## src/rtl/periodic_timer_table_unit_defines.svh

```systemverilog
// ----------------------------------------------------------------------------
// Periodic timer table: assertion macros
// Shared concurrent check wrappers, clocked and reset-gated.
// ----------------------------------------------------------------------------
`ifndef PERIODIC_TIMER_TABLE_UNIT_DEFINES_SVH
`define PERIODIC_TIMER_TABLE_UNIT_DEFINES_SVH

// same-cycle implication
`define PTT_ASSERT_NOW(label, clk, rst_n, ante, cons, msg) \
    label: assert property (@(posedge clk) disable iff (!(rst_n)) (ante) |-> (cons)) \
        else $error(msg);

// next-cycle implication
`define PTT_ASSERT_NEXT(label, clk, rst_n, ante, cons, msg) \
    label: assert property (@(posedge clk) disable iff (!(rst_n)) (ante) |=> (cons)) \
        else $error(msg);

`endif

```

## src/rtl/ptt_pkg.sv

```systemverilog
`timescale 1ns / 1ps
// ----------------------------------------------------------------------------
// Periodic timer table package
// Operation and result codes and the packed layout of one table entry.
// ----------------------------------------------------------------------------
package ptt_pkg;

    localparam logic [1:0] OP_ADD  = 2'd0;
    localparam logic [1:0] OP_DEL  = 2'd1;
    localparam logic [1:0] OP_TICK = 2'd2;

    localparam logic [1:0] K_DONE = 2'd0;
    localparam logic [1:0] K_FIRE = 2'd1;
    localparam logic [1:0] K_FULL = 2'd2;
    localparam logic [1:0] K_ZERO = 2'd3;

    typedef struct packed {
        logic [15:0] id;
        logic [31:0] period;
        logic [31:0] last_run;
        logic [31:0] value;
    } t_entry;

endpackage

```

## src/rtl/ptt_ram.sv

```systemverilog
`timescale 1ns / 1ps
// ----------------------------------------------------------------------------
// Generic RAM
// One write port, one read port with registered read data.
// ----------------------------------------------------------------------------
module ptt_ram #(
    parameter int WIDTH = 8,
    parameter int DEPTH = 16
) (
    input  logic                                        i_clk,
    input  logic                                        i_wr_en,
    input  logic [((DEPTH > 1) ? $clog2(DEPTH) : 1)-1:0] i_wr_addr,
    input  logic [WIDTH-1:0]                            i_wr_data,
    input  logic [((DEPTH > 1) ? $clog2(DEPTH) : 1)-1:0] i_rd_addr,
    output logic [WIDTH-1:0]                            o_rd_data
);

    logic [WIDTH-1:0] r_mem [DEPTH];
    logic [WIDTH-1:0] r_rd_data;

    always_ff @(posedge i_clk) begin
        if (i_wr_en) begin
            r_mem[i_wr_addr] <= i_wr_data;
        end
        r_rd_data <= r_mem[i_rd_addr];
    end

    assign o_rd_data = r_rd_data;

endmodule

```

## src/rtl/periodic_timer_table_unit.sv

```systemverilog
`timescale 1ns / 1ps
// ----------------------------------------------------------------------------
// Periodic timer table
// Insertion-ordered table of periodic timers with add, delete and tick.
// ----------------------------------------------------------------------------
// Usage:
//   Input channel (i_in_valid / o_in_stall) carries one command beat: add,
//   delete or tick. Output channel (o_out_valid / i_out_stall) returns result
//   beats; o_last marks the final beat of a command.
//   Add: one result beat, loaded from S_FIN once the output register is free.
//   Delete: S_DRD skips pending slots and S_DCMP compares each active slot
//   until a match, which is marked, or the end of the table; then the done beat.
//   Tick: one pass over the table that compacts out deleted slots and tests
//   each live timer; a live slot passes S_TRD and S_TEV, a deleted slot only
//   S_TRD, then the done beat. The pass is bound by the single entry RAM
//   read port and the one shared subtract/compare.
//   One command is in flight at a time; o_in_stall is high until its last
//   beat is loaded into the output register, which may still be waiting, so
//   the next command can be taken in the cycle after that.
//   A stalled output holds its beat and the sequencer waits before loading
//   the next one.
//   Reset empties the table at once (count and flag bits clear); the entry
//   RAM needs no clearing pass.
// ----------------------------------------------------------------------------
`include "periodic_timer_table_unit_defines.svh"

module periodic_timer_table_unit #(
    parameter int SLOTS = 16
) (
    input  logic               i_clk,
    input  logic               i_rst_n,
    input  logic               i_in_valid,
    output logic               o_in_stall,
    input  logic [1:0]         i_operation,
    input  logic [15:0]        i_timer_id,
    input  logic [31:0]        i_period,
    input  logic signed [31:0] i_user_value,
    input  logic [31:0]        i_now,
    output logic               o_out_valid,
    input  logic               i_out_stall,
    output logic [1:0]         o_kind,
    output logic [15:0]        o_fired_id,
    output logic signed [31:0] o_fired_value,
    output logic               o_last
);

    localparam int AW = (SLOTS > 1) ? $clog2(SLOTS) : 1;
    localparam int CW = $clog2(SLOTS + 1);
    localparam int EW = $bits(ptt_pkg::t_entry);

    typedef enum logic [5:0] {
        S_IDLE = 6'b000001,
        S_DRD  = 6'b000010,
        S_DCMP = 6'b000100,
        S_TRD  = 6'b001000,
        S_TEV  = 6'b010000,
        S_FIN  = 6'b100000
    } t_state;

    t_state             r_state, n_state;
    logic [CW-1:0]      r_count, n_count;
    logic [CW-1:0]      r_idx, n_idx;
    logic [CW-1:0]      r_wptr, n_wptr;
    logic [15:0]        r_id, n_id;
    logic [31:0]        r_now, n_now;
    logic [1:0]         r_kind, n_kind;
    logic [SLOTS-1:0]   r_marked, n_marked;
    logic [SLOTS-1:0]   r_pending, n_pending;

    logic               r_out_valid, n_out_valid;
    logic [1:0]         r_out_kind, n_out_kind;
    logic [15:0]        r_out_id, n_out_id;
    logic signed [31:0] r_out_value, n_out_value;
    logic               r_out_last, n_out_last;

    logic               w_wr_en;
    logic [AW-1:0]      w_wr_addr;
    ptt_pkg::t_entry    w_wr_entry;
    logic [EW-1:0]      w_rd_data;
    ptt_pkg::t_entry    w_rd_entry;
    logic               w_can_load;
    logic               w_fire;
    logic               w_in_acc;
    logic [SLOTS-1:0]   w_live_mask;

    ptt_ram #(
        .WIDTH (EW),
        .DEPTH (SLOTS)
    ) u_entries (
        .i_clk     (i_clk),
        .i_wr_en   (w_wr_en),
        .i_wr_addr (w_wr_addr),
        .i_wr_data (w_wr_entry),
        .i_rd_addr (r_idx[AW-1:0]),
        .o_rd_data (w_rd_data)
    );

    assign w_rd_entry = ptt_pkg::t_entry'(w_rd_data);
    assign o_in_stall = (r_state != S_IDLE);
    assign w_in_acc   = i_in_valid && (r_state == S_IDLE);
    assign w_can_load = !r_out_valid || !i_out_stall;
    // wrapping elapsed time against the period
    assign w_fire     = (r_now - w_rd_entry.last_run) >= w_rd_entry.period;

    always_comb begin
        for (int k = 0; k < SLOTS; k++) begin
            w_live_mask[k] = (CW'(k) < r_count);
        end
    end

    always_comb begin
        n_state     = r_state;
        n_count     = r_count;
        n_idx       = r_idx;
        n_wptr      = r_wptr;
        n_id        = r_id;
        n_now       = r_now;
        n_kind      = r_kind;
        n_marked    = r_marked;
        n_pending   = r_pending;
        n_out_valid = r_out_valid;
        n_out_kind  = r_out_kind;
        n_out_id    = r_out_id;
        n_out_value = r_out_value;
        n_out_last  = r_out_last;

        w_wr_en             = 1'b0;
        w_wr_addr           = r_count[AW-1:0];
        w_wr_entry.id       = i_timer_id;
        w_wr_entry.period   = i_period;
        w_wr_entry.last_run = i_now;
        w_wr_entry.value    = $unsigned(i_user_value);

        // beat taken downstream
        if (r_out_valid && !i_out_stall) begin
            n_out_valid = 1'b0;
        end

        case (r_state)
            S_IDLE: begin
                if (w_in_acc) begin
                    n_id   = i_timer_id;
                    n_now  = i_now;
                    n_idx  = '0;
                    n_wptr = '0;
                    n_kind = ptt_pkg::K_DONE;
                    case (i_operation)
                        ptt_pkg::OP_ADD: begin
                            n_state = S_FIN;
                            if (i_period == 32'd0) begin
                                n_kind = ptt_pkg::K_ZERO;
                            end else if (r_count >= CW'(SLOTS)) begin
                                n_kind = ptt_pkg::K_FULL;
                            end else begin
                                w_wr_en                      = 1'b1;
                                n_pending[r_count[AW-1:0]]   = 1'b1;
                                n_marked[r_count[AW-1:0]]    = 1'b0;
                                n_count                      = r_count + CW'(1);
                            end
                        end
                        ptt_pkg::OP_DEL: begin
                            n_state = S_DRD;
                        end
                        ptt_pkg::OP_TICK: begin
                            n_pending = '0;
                            n_state   = S_TRD;
                        end
                        default: begin
                            n_state = S_FIN;
                        end
                    endcase
                end
            end
            S_DRD: begin
                if (r_idx == r_count) begin
                    n_state = S_FIN;
                end else if (r_pending[r_idx[AW-1:0]]) begin
                    n_idx = r_idx + CW'(1);
                end else begin
                    n_state = S_DCMP;
                end
            end
            S_DCMP: begin
                if (w_rd_entry.id == r_id) begin
                    n_marked[r_idx[AW-1:0]] = 1'b1;
                    n_state = S_FIN;
                end else begin
                    n_idx   = r_idx + CW'(1);
                    n_state = S_DRD;
                end
            end
            S_TRD: begin
                if (r_idx == r_count) begin
                    // compaction done: survivors sit in slots below the write pointer
                    n_count  = r_wptr;
                    n_marked = '0;
                    n_state  = S_FIN;
                end else if (r_marked[r_idx[AW-1:0]]) begin
                    n_idx = r_idx + CW'(1);
                end else begin
                    n_state = S_TEV;
                end
            end
            S_TEV: begin
                if (!w_fire || w_can_load) begin
                    w_wr_en    = 1'b1;
                    w_wr_addr  = r_wptr[AW-1:0];
                    w_wr_entry = w_rd_entry;
                    if (w_fire) begin
                        w_wr_entry.last_run = r_now;
                        n_out_valid = 1'b1;
                        n_out_kind  = ptt_pkg::K_FIRE;
                        n_out_id    = w_rd_entry.id;
                        n_out_value = signed'(w_rd_entry.value);
                        n_out_last  = 1'b0;
                    end
                    n_wptr  = r_wptr + CW'(1);
                    n_idx   = r_idx + CW'(1);
                    n_state = S_TRD;
                end
            end
            S_FIN: begin
                if (w_can_load) begin
                    n_out_valid = 1'b1;
                    n_out_kind  = r_kind;
                    n_out_id    = 16'd0;
                    n_out_value = 32'sd0;
                    n_out_last  = 1'b1;
                    n_state     = S_IDLE;
                end
            end
            default: begin
                n_state = S_IDLE;
            end
        endcase
    end

    always_ff @(posedge i_clk) begin
        if (!i_rst_n) begin
            r_state     <= S_IDLE;
            r_count     <= '0;
            r_marked    <= '0;
            r_pending   <= '0;
            r_out_valid <= 1'b0;
        end else begin
            r_state     <= n_state;
            r_count     <= n_count;
            r_marked    <= n_marked;
            r_pending   <= n_pending;
            r_out_valid <= n_out_valid;
        end
    end

    always_ff @(posedge i_clk) begin
        r_idx       <= n_idx;
        r_wptr      <= n_wptr;
        r_id        <= n_id;
        r_now       <= n_now;
        r_kind      <= n_kind;
        r_out_kind  <= n_out_kind;
        r_out_id    <= n_out_id;
        r_out_value <= n_out_value;
        r_out_last  <= n_out_last;
    end

    assign o_out_valid   = r_out_valid;
    assign o_kind        = r_out_kind;
    assign o_fired_id    = r_out_id;
    assign o_fired_value = r_out_value;
    assign o_last        = r_out_last;

    `PTT_ASSERT_NOW(a_count_range, i_clk, i_rst_n, 1'b1, r_count <= CW'(SLOTS),
        "entry count beyond table size")
    `PTT_ASSERT_NOW(a_flags_live, i_clk, i_rst_n, r_state == S_IDLE,
        ((r_marked | r_pending) & ~w_live_mask) == '0,
        "flag set on a slot beyond the entry count")
    `PTT_ASSERT_NOW(a_compact_order, i_clk, i_rst_n, r_state == S_TEV,
        (r_wptr <= r_idx) && (r_idx < r_count),
        "compaction write pointer ahead of read index")
    `PTT_ASSERT_NEXT(a_busy_after_accept, i_clk, i_rst_n, w_in_acc,
        r_state != S_IDLE, "sequencer idle straight after accepting a beat")

endmodule

```

## config.mk

```make
export PLATFORM = sky130hd
export DESIGN_NAME = periodic_timer_table_unit
export DESIGN_NICKNAME = d
export VERILOG_FILES = /design/src/rtl/ptt_pkg.sv /design/src/rtl/ptt_ram.sv /design/src/rtl/periodic_timer_table_unit.sv
export VERILOG_INCLUDE_DIRS = /design/src /design/src/rtl
export SDC_FILE = /design/constraint.sdc
export NUM_CORES = 2
export LEC_CHECK = 0
export BUFFER_PORTS_ARGS = -buffer_cell sky130_fd_sc_hd__buf_2
export CORE_UTILIZATION = 30
export CTS_CLUSTER_SIZE = 28
export DETAILED_ROUTE_END_ITERATION = 16
export SLEW_MARGIN = 20
export SYNTH_ARGS = -nofsm -noshare
export SYNTH_HDL_FRONTEND = slang
export SYNTH_SLANG_ARGS = --single-unit
```

## constraint.sdc

```tcl
create_clock -name i_clk -period 29.7 [get_ports i_clk]
set_input_delay 8.91 -clock i_clk [delete_from_list [all_inputs] [get_ports i_clk]]
set_output_delay 8.91 -clock i_clk [all_outputs]
set_load 0.05 [all_outputs]
```

==> flow_metrics.py <==
metrics = {
    "timing": {
        "rsz0062_at_grt": "false",
        "fin_ws_ps": 17370,
        "fin_crit_sh": 0.415,
        "skew_ps": 62.5,
        "fin_setup_tns_ps": 0,
        "min_period_ps": 12330,
        "tightest_slew_ps": 1110,
        "maxSlewHeadroom": 0.256,
        "finalMaxSlewViolations": 0,
        "hold_viol_final": 0,
        "fin_hold_ws_ps": 472,
        "final-setup-viol-count": 0,
        "fmax_mhz": 81.1,
    },
    "route": {
        "drtAntennaViolNets": 0,
        "dr_wl_met3_um": 12000,
        "dr_wl_met2_um": 97600,
        "vias_per_cell": 4.94,
        "vias": 38600,
        "wl_met1_um": 85900,
        "routed.top_layer": "met5",
        "firstDrtPassIters": 13,
        "totalWireLength_um": 199000,
        "wl_per_cell_um": 25.5,
        "drt_iter0_drc": 3978,
        "drc_errors": 0,
    },
    "clock_tree": {
        "cts_root_buf": "clkbuf_16",
        "cts.reportedPaths.clkPinSlew_ps": 60,
        "cts_tree": "built",
        "hold_buffers": 0,
        "ctsResizeCount": 0,
        "cts_sinks": 2059,
        "clock_path_buffers": 3,
        "insertion_delay_ps": 850,
        "cts_inserted_buffers": 200,
        "htree_levels": 4,
        "post_cts.repair.setup_buffers": 0,
    },
    "logic_synthesis": {
        "yosysWarnings": 0,
        "synth_ff_type": "edfxtp_1",
        "synthCells": 3779,
        "yosys_register_bits": 2059,
        "synth_area_um2": 80200,
        "syn_nets": 3973,
        "synth_edf_count": 1903,
        "yosysUniqueCellTypes": 70,
        "seq_area_frac_synth": 0.752,
        "avgSynthCellArea_um2": 21.2,
        "ys_async_sr_fraction": 0,
    },
    "layout": {
        "area_growth_pct": 15.6,
        "post-route-util": 0.349,
        "mostFrequentLayoutCells": "1903 x edfxtp_1, 570 x mux4_2, 202 x clkbuf_16, 170 x buf_2, 156 x dfxtp_1",
        "final_layout_size_suffix_gt1_frac": 0.302,
        "nets": 4293,
        "mostFrequentLayoutCell": "edfxtp_1",
    },
    "grt": {
        "grt_pass1_wl_um": 288000,
        "antenna_found_initial": 18,
        "overflow": 0,
        "grt_pass1_vias": 40100,
        "track_usage": 0.146,
        "grt_max_degree": 122,
    },
    "place": {
        "hpwl_um": 112000,
        "place_ws_ps": 16490,
        "io_buffers": 170,
        "gp_congestion": 0.790,
    },
    "critical_path": {
        "critPathLaunchType": "primary input",
        "crit_start": "i_out_stall",
        "endpoint": "u_entries.r_mem[8][47]",
        "crit_required_ps": 30110,
        "r2r_start": "r_now[5]",
        "r2r_setup_slack_ps": 21750,
        "cp.arrival_ps": 12750,
        "worst-setup-path-type": "in -> reg",
        "r2r_cells": 18,
        "r2r-end": "u_entries.r_mem[8][47]",
        "cp-end-kind": "register",
        "path_max_fanout": 49,
    },
    "floorplan": {
        "dieArea_um2": 269000,
        "design.core.area_um2": 265000,
        "pin_count": 171,
        "start_util": 0.302,
        "fp.dieH_um": 519,
        "fp.dieW_um": 519,
        "num_rows": 189,
    },
    "power": {
        "pwr_density_cell_nw_per_um2": 81.1,
        "power_w": 0.00752,
        "peakVddDrop_mv": 0.0795,
        "leakage_nw": 29.4,
    },
    "run_status": {
        "status": "complete, no violations",
    },
    "flow_run": {
        "cap_violations": 0,
    },
    "min_path": {
        "worstHoldPathType": "reg -> reg",
    },
}
-- cells in the mapped netlist, types with 5 or more instances --
cell type / instances / area, um2
edfxtp_1: 1903 / 57100
xnor2_1: 38 / 333
and3_1: 6 / 37.5
mux2_2: 81 / 912
nand2_1: 149 / 559
nor2b_1: 8 / 50.1
buf_2: 65 / 325
inv_1: 83 / 312
o21a_1: 5 / 37.5
dfxtp_1: 156 / 3120
a21o_1: 15 / 113
nand4_1: 18 / 113
mux2i_1: 6 / 60.1
o221a_2: 5 / 56.3
a21oi_1: 71 / 355
nor2_1: 94 / 353
clkbuf_1: 112 / 420
nor4_1: 13 / 81.3
o21ai_0: 82 / 410
mux4_2: 570 / 12800
and2_1: 58 / 363
ha_1: 75 / 938
o21bai_1: 7 / 52.6
buf_1: 8 / 30.0
nor3_1: 9 / 45.0
nand3_1: 18 / 90.1
xor2_1: 17 / 149
a31oi_1: 21 / 131
a32oi_1: 7 / 61.3
nand2b_1: 6 / 37.5
-- power by group --
part,switching [W],total [W],leakage [nW],internal (W)
Combinational,0.000864,0.00158,7.73,0.000720
Sequential,0.0000776,0.00337,18.4,0.00329
Clock,0.00109,0.00256,3.23,0.00147
Total,0.00203,0.00752,29.4,0.00548
-- flip-flops by register name, indices dropped and copies added, names as in the netlist --
signal	flops
o_fired_id	16
o_fired_value	32
o_kind	2
o_last	1
o_out_valid	1
r_count	5
r_id	16
r_idx	5
r_kind	2
r_marked	16
r_now	32
r_pending	16
r_state	6
r_wptr	5
u_entries.o_rd_data	112
u_entries.r_mem	1792
-- critical path: stages --
cell,delay [ps]
buf_2,140
nand2_2,340
buf_4,460
or2_2,190
o31a_1,210
nand3_4,180
o31a_1,430
nor2_4,860
buf_4,890
-- metrics by stage --
stage                     cells  cell area [um2]
after detailed placement   7429            85900
after global placement     7425            85800
after CTS                  7805            92600
final                      7811            92600
after floorplan            3779            80200
after global routing       7807            92600
-- per-layer routing --
metal,global-route usage,vias to the layer above
li1,-,16300
met5,0,-
met3,0.0270,260
met1,0.199,20800
met4,0.0340,10
met2,0.242,1210
-- how the worst min path moves through the flow --
stage	slack [ps]	cells past startpoint	startpoint	to
after detailed placement	460	2	r_pending[10]	r_pending[10]
after global routing	500	2	r_pending[4]	r_pending[4]
final	470	2	r_pending[10]	r_pending[10]
after global placement	440	2	r_pending[6]	r_pending[6]
after CTS	470	2	r_pending[3]	r_pending[3]
after floorplan	430	2	r_pending[10]	r_pending[10]
-- cell families (layout without fill, tap and decap cells) --
kind of cell | after synthesis | in the layout | share of synthesized area
DFF | 2059 | 2059 | 0.752
muxes | 657 | 657 | 0.172
and+or+nand+nor | 402 | 402 | 0.0239
buffers and inverters | 272 | 766 | 0.0138
AOI/OAI and AO/OA | 258 | 258 | 0.0201
adders and majority gates | 76 | 76 | 0.0120
xor gates and xnor gates | 55 | 55 | 0.00601
other | 0 | 5 | 0
-- area by class of cell --
class | count | area, um2
Sequential cell | 2059 | 60300
Timing Repair Buffer | 306 | 2010
Fill cell | 24600 | 173000
Clock inverter | 105 | 1140
Inverter | 84 | 315
Antenna cell | 5 | 12.5
Tap cell | 3533 | 4420
Multi-Input combinational cell | 1448 | 18900
Clock buffer | 271 | 5530
Power figures use the tool's default switching activity.
